### src/rtl/bcs_pkg.sv
package bcs_pkg;

  localparam int MaxControlPoints = 8;
  localparam int CoordW = 16;
  localparam int PpcW = 4;
  localparam int TW = 16;
  localparam int WeightW = 36;
  localparam int MulBW = 18;
  localparam int ProdW = WeightW + 1 + MulBW;
  localparam int SumW = 56;
  localparam int FracShift = 30;
  localparam int TShift = 16;
  localparam logic [PpcW-1:0] PpcReset = 4'd4;
  localparam logic [PpcW-1:0] PpcMax = 4'd8;

  typedef enum logic [3:0] {
    ST_IDLE,
    ST_PASS,
    ST_DIV_START,
    ST_DIV_WAIT,
    ST_WSTEP,
    ST_BINOM,
    ST_MULX,
    ST_MULY,
    ST_NEXTJ,
    ST_ROUND,
    ST_OUT
  } state_t;

  // Binomial coefficient C(n, j) for n up to 7.
  function automatic logic [5:0] binom(input logic [2:0] n, input logic [2:0] j);
    logic [5:0] c;
    c = 6'd0;
    unique case ({n, j})
      6'o00, 6'o10, 6'o11, 6'o20, 6'o22, 6'o30, 6'o33, 6'o40, 6'o44,
      6'o50, 6'o55, 6'o60, 6'o66, 6'o70, 6'o77: c = 6'd1;
      6'o21: c = 6'd2;
      6'o31, 6'o32: c = 6'd3;
      6'o41, 6'o43: c = 6'd4;
      6'o42: c = 6'd6;
      6'o51, 6'o54: c = 6'd5;
      6'o52, 6'o53: c = 6'd10;
      6'o61, 6'o65: c = 6'd6;
      6'o62, 6'o64: c = 6'd15;
      6'o63: c = 6'd20;
      6'o71, 6'o76: c = 6'd7;
      6'o72, 6'o75: c = 6'd21;
      6'o73, 6'o74: c = 6'd35;
      default: c = 6'd0;
    endcase
    return c;
  endfunction

endpackage

### src/rtl/bcs_if.sv
interface bcs_point_if;
  logic valid;
  logic ready;
  logic signed [15:0] point_x;
  logic signed [15:0] point_y;
  logic last_point;
  modport source (output valid, point_x, point_y, last_point, input ready);
  modport sink (input valid, point_x, point_y, last_point, output ready);
endinterface

interface bcs_curve_if;
  logic valid;
  logic ready;
  logic signed [15:0] curve_x;
  logic signed [15:0] curve_y;
  logic last_sample;
  modport source (output valid, curve_x, curve_y, last_sample, input ready);
  modport sink (input valid, curve_x, curve_y, last_sample, output ready);
endinterface

interface bcs_cfg_if;
  logic valid;
  logic ready;
  logic [3:0] data;
  modport source (output valid, data, input ready);
  modport sink (input valid, data, output ready);
endinterface

### src/rtl/bezier_curve_sampler_unit.sv
// Bezier curve sampler, Bernstein form, signed 12.4 coordinates.
// Control points arrive on the points channel, one per transfer; the transfer
// whose last_point is set closes the curve. Up to MAX_CONTROL_POINTS points are
// kept, later ones are dropped. With count points the block then sends
// count * points_per_control samples on the curves channel, the final one
// with last_sample set. With one or two points, the points are sent back as is.
// points_per_control is written on the cfg channel, which is always ready;
// write it only while the block is idle. Values 0 and above 8 act as 1 and 8.
// A point that does not close a curve is taken while the block stays idle. Per
// sample, the divider forms t = i/N, then the single shared multiplier runs,
// for each point, the weight steps (the last of which only closes the chain),
// then the binomial factor, x, y and a bookkeeping step; then the sums are
// rounded and the sample waits in the output register until it is taken.
// The points channel is not ready while a curve is being evaluated. A stalled
// receiver simply holds the sampler in its output state.
// Reset (synchronous, active high) empties the point store count, returns the
// sequencer to idle and sets points_per_control to 4.
module bezier_curve_sampler_unit
  import bcs_pkg::*;
#(
  parameter int MAX_CONTROL_POINTS = MaxControlPoints
) (
  input  logic        clk,
  input  logic        rst,
  bcs_point_if.sink   points,
  bcs_curve_if.source curves,
  bcs_cfg_if.sink     cfg
);

  localparam int CNT_W = $clog2(MAX_CONTROL_POINTS + 1);
  localparam int IDX_W = $clog2(MAX_CONTROL_POINTS);
  localparam int TOT_W = $clog2(MAX_CONTROL_POINTS * 8 + 1);

  // Point store, written once per kept point, read at index j and, in pass mode, at the sample index.
  logic [CoordW-1:0] store_x [MAX_CONTROL_POINTS];
  logic [CoordW-1:0] store_y [MAX_CONTROL_POINTS];

  state_t state, state_next;

  logic [PpcW-1:0]  ppc;
  logic [CNT_W-1:0] point_count;
  logic [CNT_W-1:0] npts;
  logic             pass_mode;
  logic [TOT_W-1:0] total;
  logic [TOT_W-1:0] sample;
  logic [TW-1:0]    t16;
  logic [TW:0]      omt;
  logic [IDX_W-1:0] j;
  logic [IDX_W-1:0] k;
  logic [IDX_W-1:0] n;
  logic [WeightW-1:0] w;
  logic signed [SumW-1:0] sx;
  logic signed [SumW-1:0] sy;
  logic [CoordW-1:0] out_x;
  logic [CoordW-1:0] out_y;
  logic              out_last;

  logic             in_xfer;
  logic             out_xfer;
  logic [CNT_W-1:0] count_after;
  logic [PpcW-1:0]  ppc_eff;
  logic [CoordW-1:0] rd_x;
  logic [CoordW-1:0] rd_y;
  logic             div_start;
  logic             div_done;
  logic [TW-1:0]    div_q;
  logic [WeightW-1:0] mul_a;
  logic signed [MulBW-1:0] mul_b;
  logic signed [ProdW-1:0] mul_p;
  logic signed [SumW-1:0] rnd_x;
  logic signed [SumW-1:0] rnd_y;
  logic             is_last_sample;

  assign in_xfer  = points.valid && points.ready;
  assign out_xfer = curves.valid && curves.ready;
  assign n        = IDX_W'(npts - CNT_W'(1));

  // A full store drops the point but still acts on the last_point flag.
  assign count_after = (point_count < CNT_W'(MAX_CONTROL_POINTS)) ?
                       point_count + CNT_W'(1) : point_count;

  always_comb begin
    ppc_eff = ppc;
    if (ppc == '0) ppc_eff = PpcW'(1);
    if (ppc > PpcMax) ppc_eff = PpcMax;
  end

  assign is_last_sample = (sample + TOT_W'(1)) == total;

  bcs_divider #(.TOT_W(TOT_W)) u_div (
    .clk      (clk),
    .rst      (rst),
    .start    (div_start),
    .dividend (sample),
    .divisor  (total),
    .done     (div_done),
    .quotient (div_q)
  );

  // The shared multiplier: its first operand is always the running weight.
  always_comb begin
    mul_a = w;
    mul_b = '0;
    case (state)
      ST_WSTEP: mul_b = (k < j) ? MulBW'({1'b0, t16}) : MulBW'(omt);
      ST_BINOM: mul_b = MulBW'(binom(3'(n), 3'(j)));
      ST_MULX:  mul_b = MulBW'($signed(rd_x));
      ST_MULY:  mul_b = MulBW'($signed(rd_y));
      default:  mul_b = '0;
    endcase
  end

  bcs_mul u_mul (
    .a (mul_a),
    .b (mul_b),
    .p (mul_p)
  );

  // Round to nearest with ties toward positive infinity.
  assign rnd_x = (sx + (SumW'(1) <<< (FracShift - 1))) >>> FracShift;
  assign rnd_y = (sy + (SumW'(1) <<< (FracShift - 1))) >>> FracShift;

  function automatic logic [CoordW-1:0] sat16(input logic signed [SumW-1:0] v);
    logic [CoordW-1:0] r;
    if (v > SumW'(32767)) r = 16'h7fff;
    else if (v < -SumW'(32768)) r = 16'h8000;
    else r = v[CoordW-1:0];
    return r;
  endfunction

  // Next-state logic.
  always_comb begin
    state_next = state;
    unique case (state)
      ST_IDLE: begin
        if (in_xfer && points.last_point) begin
          state_next = (count_after <= CNT_W'(2)) ? ST_PASS : ST_DIV_START;
        end
      end
      ST_PASS:      state_next = ST_OUT;
      ST_DIV_START: state_next = ST_DIV_WAIT;
      ST_DIV_WAIT:  if (div_done) state_next = ST_WSTEP;
      ST_WSTEP:     if (k == n) state_next = ST_BINOM;
      ST_BINOM:     state_next = ST_MULX;
      ST_MULX:      state_next = ST_MULY;
      ST_MULY:      state_next = ST_NEXTJ;
      ST_NEXTJ:     state_next = (j == n) ? ST_ROUND : ST_WSTEP;
      ST_ROUND:     state_next = ST_OUT;
      ST_OUT: begin
        if (out_xfer) begin
          if (out_last) state_next = ST_IDLE;
          else state_next = pass_mode ? ST_PASS : ST_DIV_START;
        end
      end
      default: state_next = ST_IDLE;
    endcase
  end

  // Handshake outputs.
  always_comb begin
    points.ready = (state == ST_IDLE);
    curves.valid = (state == ST_OUT);
    div_start    = (state == ST_DIV_START);
    cfg.ready    = 1'b1;
  end

  assign curves.curve_x     = out_x;
  assign curves.curve_y     = out_y;
  assign curves.last_sample = out_last;

  always_ff @(posedge clk) begin
    if (rst) begin
      state       <= ST_IDLE;
      point_count <= '0;
      ppc         <= PpcReset;
    end else begin
      state <= state_next;
      if (cfg.valid && cfg.ready) ppc <= cfg.data;
      if (in_xfer) point_count <= points.last_point ? '0 : count_after;
    end
  end

  // The point index j holds still for the whole weight chain, so the
  // registered read is settled well before the x and y multiplies.
  always_ff @(posedge clk) begin
    if (in_xfer && (point_count < CNT_W'(MAX_CONTROL_POINTS))) begin
      store_x[point_count[IDX_W-1:0]] <= points.point_x;
      store_y[point_count[IDX_W-1:0]] <= points.point_y;
    end
    rd_x <= store_x[j];
    rd_y <= store_y[j];
  end

  // Datapath registers, stepped by the sequencer.
  always_ff @(posedge clk) begin
    case (state)
      ST_IDLE: begin
        npts      <= count_after;
        pass_mode <= count_after <= CNT_W'(2);
        total     <= TOT_W'(count_after) * TOT_W'(ppc_eff);
        sample    <= '0;
      end
      ST_PASS: begin
        total    <= TOT_W'(npts);
        out_x    <= store_x[sample[IDX_W-1:0]];
        out_y    <= store_y[sample[IDX_W-1:0]];
        out_last <= (TOT_W'(npts) == sample + TOT_W'(1));
      end
      ST_DIV_WAIT: begin
        t16 <= div_q;
        omt <= (TW + 1)'(1 << TShift) - {1'b0, div_q};
        j   <= '0;
        k   <= '0;
        w   <= WeightW'(1) << FracShift;
        sx  <= '0;
        sy  <= '0;
      end
      ST_WSTEP: begin
        if (k != n) begin
          w <= WeightW'(mul_p >>> TShift);
          k <= k + IDX_W'(1);
        end
      end
      ST_BINOM: w <= WeightW'(mul_p);
      ST_MULX:  sx <= sx + SumW'(mul_p);
      ST_MULY:  sy <= sy + SumW'(mul_p);
      ST_NEXTJ: begin
        j <= j + IDX_W'(1);
        k <= '0;
        w <= WeightW'(1) << FracShift;
      end
      ST_ROUND: begin
        out_x    <= sat16(rnd_x);
        out_y    <= sat16(rnd_y);
        out_last <= is_last_sample;
      end
      ST_OUT: begin
        if (out_xfer) sample <= sample + TOT_W'(1);
      end
      default: ;
    endcase
  end

endmodule

### src/rtl/bcs_divider.sv
module bcs_divider
  import bcs_pkg::*;
#(
  parameter int TOT_W = 7
) (
  input  logic             clk,
  input  logic             rst,
  input  logic             start,
  input  logic [TOT_W-1:0] dividend,
  input  logic [TOT_W-1:0] divisor,
  output logic             done,
  output logic [TW-1:0]    quotient
);

  logic [TOT_W-1:0] rem;
  logic [4:0]       cnt;
  logic             busy;
  logic [TOT_W:0]   rem2;
  logic             ge;

  // Restoring division of dividend * 2^16 by divisor, one quotient bit a cycle.
  // The dividend is below the divisor, so the quotient fits in 16 bits.
  assign rem2 = {rem, 1'b0};
  assign ge   = rem2 >= {1'b0, divisor};

  always_ff @(posedge clk) begin
    if (rst) begin
      busy <= 1'b0;
      done <= 1'b0;
      cnt  <= '0;
    end else if (start) begin
      busy <= 1'b1;
      done <= 1'b0;
      cnt  <= 5'(TW);
    end else if (busy) begin
      cnt <= cnt - 5'd1;
      if (cnt == 5'd1) begin
        busy <= 1'b0;
        done <= 1'b1;
      end
    end else begin
      done <= 1'b0;
    end
  end

  always_ff @(posedge clk) begin
    if (start) begin
      rem      <= dividend;
      quotient <= '0;
    end else if (busy) begin
      rem      <= ge ? TOT_W'(rem2 - {1'b0, divisor}) : rem2[TOT_W-1:0];
      quotient <= {quotient[TW-2:0], ge};
    end
  end

endmodule

### src/rtl/bcs_mul.sv
module bcs_mul
  import bcs_pkg::*;
(
  input  logic [WeightW-1:0]      a,
  input  logic signed [MulBW-1:0] b,
  output logic signed [ProdW-1:0] p
);

  // Unsigned weight times a signed factor; shared by every multiply step.
  assign p = $signed({1'b0, a}) * b;

endmodule
### src/flat_wrapper.sv
// flat-port wrapper written by rule: the top's interface ports become plain ports
module bezier_curve_sampler_unit_flat import bcs_pkg::*;
#(
  parameter int MAX_CONTROL_POINTS = MaxControlPoints
)
  (clk, rst, points_valid, points_point_x, points_point_y, points_last_point, points_ready, curves_valid, curves_curve_x, curves_curve_y, curves_last_sample, curves_ready, cfg_valid, cfg_data, cfg_ready);
  bcs_point_if points_i ();
  bcs_curve_if curves_i ();
  bcs_cfg_if cfg_i ();
  input  logic clk;
  input  logic rst;
  input wire logic [$bits(points_i.valid)-1:0] points_valid;
  input wire logic [$bits(points_i.point_x)-1:0] points_point_x;
  input wire logic [$bits(points_i.point_y)-1:0] points_point_y;
  input wire logic [$bits(points_i.last_point)-1:0] points_last_point;
  output wire logic [$bits(points_i.ready)-1:0] points_ready;
  output wire logic [$bits(curves_i.valid)-1:0] curves_valid;
  output wire logic [$bits(curves_i.curve_x)-1:0] curves_curve_x;
  output wire logic [$bits(curves_i.curve_y)-1:0] curves_curve_y;
  output wire logic [$bits(curves_i.last_sample)-1:0] curves_last_sample;
  input wire logic [$bits(curves_i.ready)-1:0] curves_ready;
  input wire logic [$bits(cfg_i.valid)-1:0] cfg_valid;
  input wire logic [$bits(cfg_i.data)-1:0] cfg_data;
  output wire logic [$bits(cfg_i.ready)-1:0] cfg_ready;
  assign points_i.valid = points_valid;
  assign points_i.point_x = points_point_x;
  assign points_i.point_y = points_point_y;
  assign points_i.last_point = points_last_point;
  assign points_ready = points_i.ready;
  assign curves_valid = curves_i.valid;
  assign curves_curve_x = curves_i.curve_x;
  assign curves_curve_y = curves_i.curve_y;
  assign curves_last_sample = curves_i.last_sample;
  assign curves_i.ready = curves_ready;
  assign cfg_i.valid = cfg_valid;
  assign cfg_i.data = cfg_data;
  assign cfg_ready = cfg_i.ready;
  bezier_curve_sampler_unit #(.MAX_CONTROL_POINTS(MAX_CONTROL_POINTS)) u_core (.clk(clk), .rst(rst), .points(points_i), .curves(curves_i), .cfg(cfg_i));
endmodule
### config.mk
export PLATFORM = sky130hd
export DESIGN_NAME = bezier_curve_sampler_unit_flat
export DESIGN_NICKNAME = d
export VERILOG_FILES = /design/src/rtl/bcs_pkg.sv /design/src/rtl/bcs_if.sv /design/src/rtl/bezier_curve_sampler_unit.sv /design/src/rtl/bcs_divider.sv /design/src/rtl/bcs_mul.sv /design/src/flat_wrapper.sv
export SDC_FILE = /design/constraint.sdc
export NUM_CORES = 2
export LEC_CHECK = 0
export BUFFER_PORTS_ARGS = -buffer_cell sky130_fd_sc_hd__buf_2
export CAP_MARGIN = 20
export CORE_AREA = 2 2 348 350
export DETAILED_ROUTE_END_ITERATION = 12
export DIE_AREA = 0 0 350 352
export PLACE_DENSITY_LB_ADDON = 0.1
export SLEW_MARGIN = 30
export SYNTH_ARGS = -nofsm -noshare
export SYNTH_HDL_FRONTEND = slang
export SYNTH_SLANG_ARGS = --single-unit
export TNS_END_PERCENT = 50
### constraint.sdc
create_clock -name clk -period 30.4 [get_ports clk]
set_input_delay 3.04 -clock clk [delete_from_list [all_inputs] [get_ports clk]]
set_output_delay 3.04 -clock clk [all_outputs]
set_load 0.005 [all_outputs]
==> run_results.csv <==
group,metric,value,unit
outcome,status,"complete, no violations",
layout,finalNetCount,6096,
placement,dp.cells,6738,
run,drv_cap,0,
yosys,synth_ff_type,"edfxtp_1",
yosys,syn-num-nets,6162,
clocking,cts_resized,0,
placement,place_hpwl,111000,µm
clocking,cts_root_buf,"clkbuf_16",
floorplan,ios,78,
clocking,cts_inserted_buffers,59,
floorplan,die_w,350,µm
yosys,synth_edf_count,501,
routing,wl_per_cell,21.8,µm
setup_path,cp_data_required_time,30750,ps
setup_path,cp.arrival,12650,ps
grt,use_met3,2.51,%
yosys,ys_types,92,
clocking,ctsHoldBuffers,0,
placement,placed_area,55600,µm²
grt,busiest_layer,"met2",
timing,setup_viol,0,
setup_path,cp_max_fo,42,
routing,via_per_inst,5.53,
routing,drt_pass1_iterations,6,
timing,tightest_slew,1040,ps
timing,slew_viol_final,0,
timing,clock-skew-final,45.9,ps
yosys,ys_warn_count,0,
floorplan,start_util,44.8,%
routing,dr.first_iter.drc_count,2668,
yosys,synthTopCellsByArea,"edfxtp_1 28%, fa_1 21%, ha_1 7.4%",
yosys,synth.ff_latch_count,571,
placement,place_ws,18230,ps
grt,grt_antenna_before_repair,11,
floorplan,die_y,352,µm
min_path,hp-class,"flip-flop to flip-flop",
grt,grt_pass1_vias,39572,
floorplan,dieArea,123000,µm²
layout,syn2layout_area_growth,7.88,%
timing,period_minus_slack,12290,ps
layout,drive_gt1_share,9.30,%
setup_path,critPathKind,"flip-flop to flip-flop",
grt,gr-total-overflow,0,
yosys,synthMuxAreaShare,7.04,%
layout,fin_area,57700,µm²
timing,post-route-period-util,40.4,%
grt,grtUsageTotal,24.6,%
grt,use_met2,42.8,%
timing,rsz0062_at_grt,"no",
grt,grt_max_degree,64,
layout,layoutNonFillerInstCount,6852,
clocking,cts.sinks,571,
clocking,cts_tree,"yes",
placement,routabilityCongestion,0.927,
yosys,synth_compound_area_share,9.34,%
yosys,yosys.area.top_type_share,28.2,%
floorplan,core_area,119000,µm²
setup_path,cp_slowest_cell,"o311ai_0",
setup_path,cp-end-kind,"flip-flop",
yosys,synthAdderAreaFrac,28.0,%
grt,grt_pass1_wl,235000,µm
clocking,clkSlewWorstSetupHoldPaths,70,ps
timing,layout_setup_ws,18110,ps
clocking,clock_latency,660,ps
timing,fmax,0.0813,GHz
placement,portBuffers,76,
timing,max_slew_margin,30.5,%
yosys,synth_area,53400,µm²
yosys,yosys.area.top_type,"edfxtp_1",
clocking,cts_max_level,2,
setup_path,slowest_delay,810,ps
routing,drcViolationCount,0,
timing,hold_viol,0,
yosys,synth-xor-area-share,3.64,%
clocking,cts_setup_buffers,0,
floorplan,placementRows,127,
yosys,ys_seq_area_share,30.8,%
clocking,clockBufferDepth,3,
yosys,syn_area_per_cell,10.2,µm²
routing,num_vias,37882,
routing,ant_nets,0,
setup_path,cp-start-kind,"flip-flop",
setup_path,crit_path_frequent_cell,"fa_1",
yosys,synth_top_family_by_area,"adder cells",
grt,met1_usage,32.9,%
routing,finalWirelength,150000,µm
timing,final.setup.tns,0,ps
yosys,syn_inst,5253,
yosys,synthArstFlopShare,0,%
yosys,synthSimpleGateAreaFrac,14.2,%
==> synthesized netlist by cell type (all sizes together), types with 7 or more instances <==
| library cell | instances |
|---|---|
| xnor2 | 127 |
| o21ai | 136 |
| edfxtp | 501 |
| o31ai | 14 |
| mux2i | 70 |
| and4 | 11 |
| a2111oi | 7 |
| and2 | 237 |
| o21bai | 32 |
| clkbuf | 197 |
| dfxtp | 70 |
| nor3b | 7 |
| o211ai | 13 |
| nand2b | 24 |
| or4 | 7 |
| a31o | 12 |
| nor2 | 383 |
| a2bb2oi | 16 |
| nor3 | 58 |
| nor2b | 29 |
| a211o | 9 |
| mux4 | 128 |
| nand3 | 63 |
| or3 | 8 |
| fa | 551 |
| xor2 | 95 |
| a31oi | 25 |
| or2 | 28 |
| nand2 | 662 |
| mux2 | 16 |
| buf | 72 |
| nor4 | 16 |
| and3 | 34 |
| o21a | 17 |
| nand4 | 59 |
| a21o | 114 |
| a21oi | 253 |
| ha | 316 |
| a211oi | 22 |
| a22o | 25 |
| inv | 707 |
==> cells in the final DEF (no fill, tap or decap), types with 25 or more instances in the layout <==
master / instances
mux2i_1: 70
mux4_2: 128
buf_4: 62
nand4_1: 59
nor2b_1: 28
a21o_1: 114
a21oi_1: 247
a22o_1: 25
nand2_1: 661
dfxtp_1: 66
and2_1: 237
buf_2: 76
ha_1: 316
xnor2_1: 124
edfxtp_1: 501
and3_1: 33
o21ai_0: 117
xor2_1: 95
fa_1: 551
nor2_1: 362
a31oi_1: 25
nand3_1: 59
or2_2: 25
clkbuf_16: 63
inv_1: 707
nor3_1: 50
o21bai_1: 32
==> cells by family (layout without fill, tap and decap cells) <==
group | after synthesis | in the layout
flops | 571 | 571
compound gates | 762 | 762
mux | 214 | 214
xor+xnor | 222 | 222
other cells | 1 | 4
simple gates | 1639 | 1639
buf+inv | 977 | 961
fa+ha+maj | 867 | 867
==> critical path: cells and delay by family, from the launching register on <==
family,cells,cell delay (ps)
fa+ha+maj,9,4370
compound gates,10,2720
simple gates,13,1900
buf+inv,7,1810
xor+xnor,2,750
flops,1,340
==> through the flow <==
| stage | util (%) | hold WS, ps |
|---|---|---|
| after floorplan | - | 461 |
| after global placement | 46.5 | 487 |
| after detailed placement | 46.6 | 493 |
| after CTS | 48.3 | 503 |
| after global routing | 48.3 | 533 |
| final | 48.3 | 504 |
==> metal layers <==
layer | wire [µm] | vias up
li1 | - | 17503
met1 | 64700 | 19322
met2 | 74300 | 854
met3 | 6640 | 187
met4 | 3920 | 16
met5 | 107 | -
==> layout make-up <==
| cell class | count | area [µm²] |
|---|---|---|
| Antenna cell | 3 | 7.51 |
| Clock buffer | 70 | 1610 |
| Clock inverter | 41 | 472 |
| Fill cell | 11155 | 61700 |
| Inverter | 708 | 2660 |
| Multi-Input combinational cell | 3705 | 33500 |
| Sequential cell | 571 | 16500 |
| Tap cell | 1612 | 2020 |
| Timing Repair Buffer | 142 | 936 |
==> path summary, 6_finish.rpt <==
kind	from	endpoint	slack [ps]	depth (start not counted)
worst max-delay path	u_core.j[1]$_SDFFCE_PN0P_	u_core.sy[55]$_SDFFCE_PP0P_	18110	41
worst min-delay path	u_core.u_div.cnt[1]$_SDFFE_PP0P_	u_core.u_div.cnt[1]$_SDFFE_PP0P_	500	2
worst max register to register	u_core.j[1]$_SDFFCE_PN0P_	u_core.sy[55]$_SDFFCE_PP0P_	18110	41
worst min register to register	u_core.u_div.cnt[1]$_SDFFE_PP0P_	u_core.u_div.cnt[1]$_SDFFE_PP0P_	500	2
==> state kept, by name, summed over array words and instances, names as in the netlist, 3 cells and up, named ones only <==
signal	cells
u_core.omt	17
u_core.npts	4
u_core.u_div.quotient	16
u_core.j	3
u_core.ppc	4
u_core.sy	56
u_core.k	3
u_core.mul_a	36
u_core.sample	7
u_core.t16	15
u_core.store_x	128
u_core.state	4
u_core.point_count	4
u_core.sx	56
u_core.rd_y	16
u_core.total	7
u_core.u_div.rem	7
u_core.store_y	128
u_core.curves.curve_x	16
u_core.u_div.cnt	5
u_core.curves.curve_y	16
u_core.rd_x	16
Power is left out: the tool's default activity adds up to more than one toggle a clock period on the data nets, which glitch-free logic cannot reach.
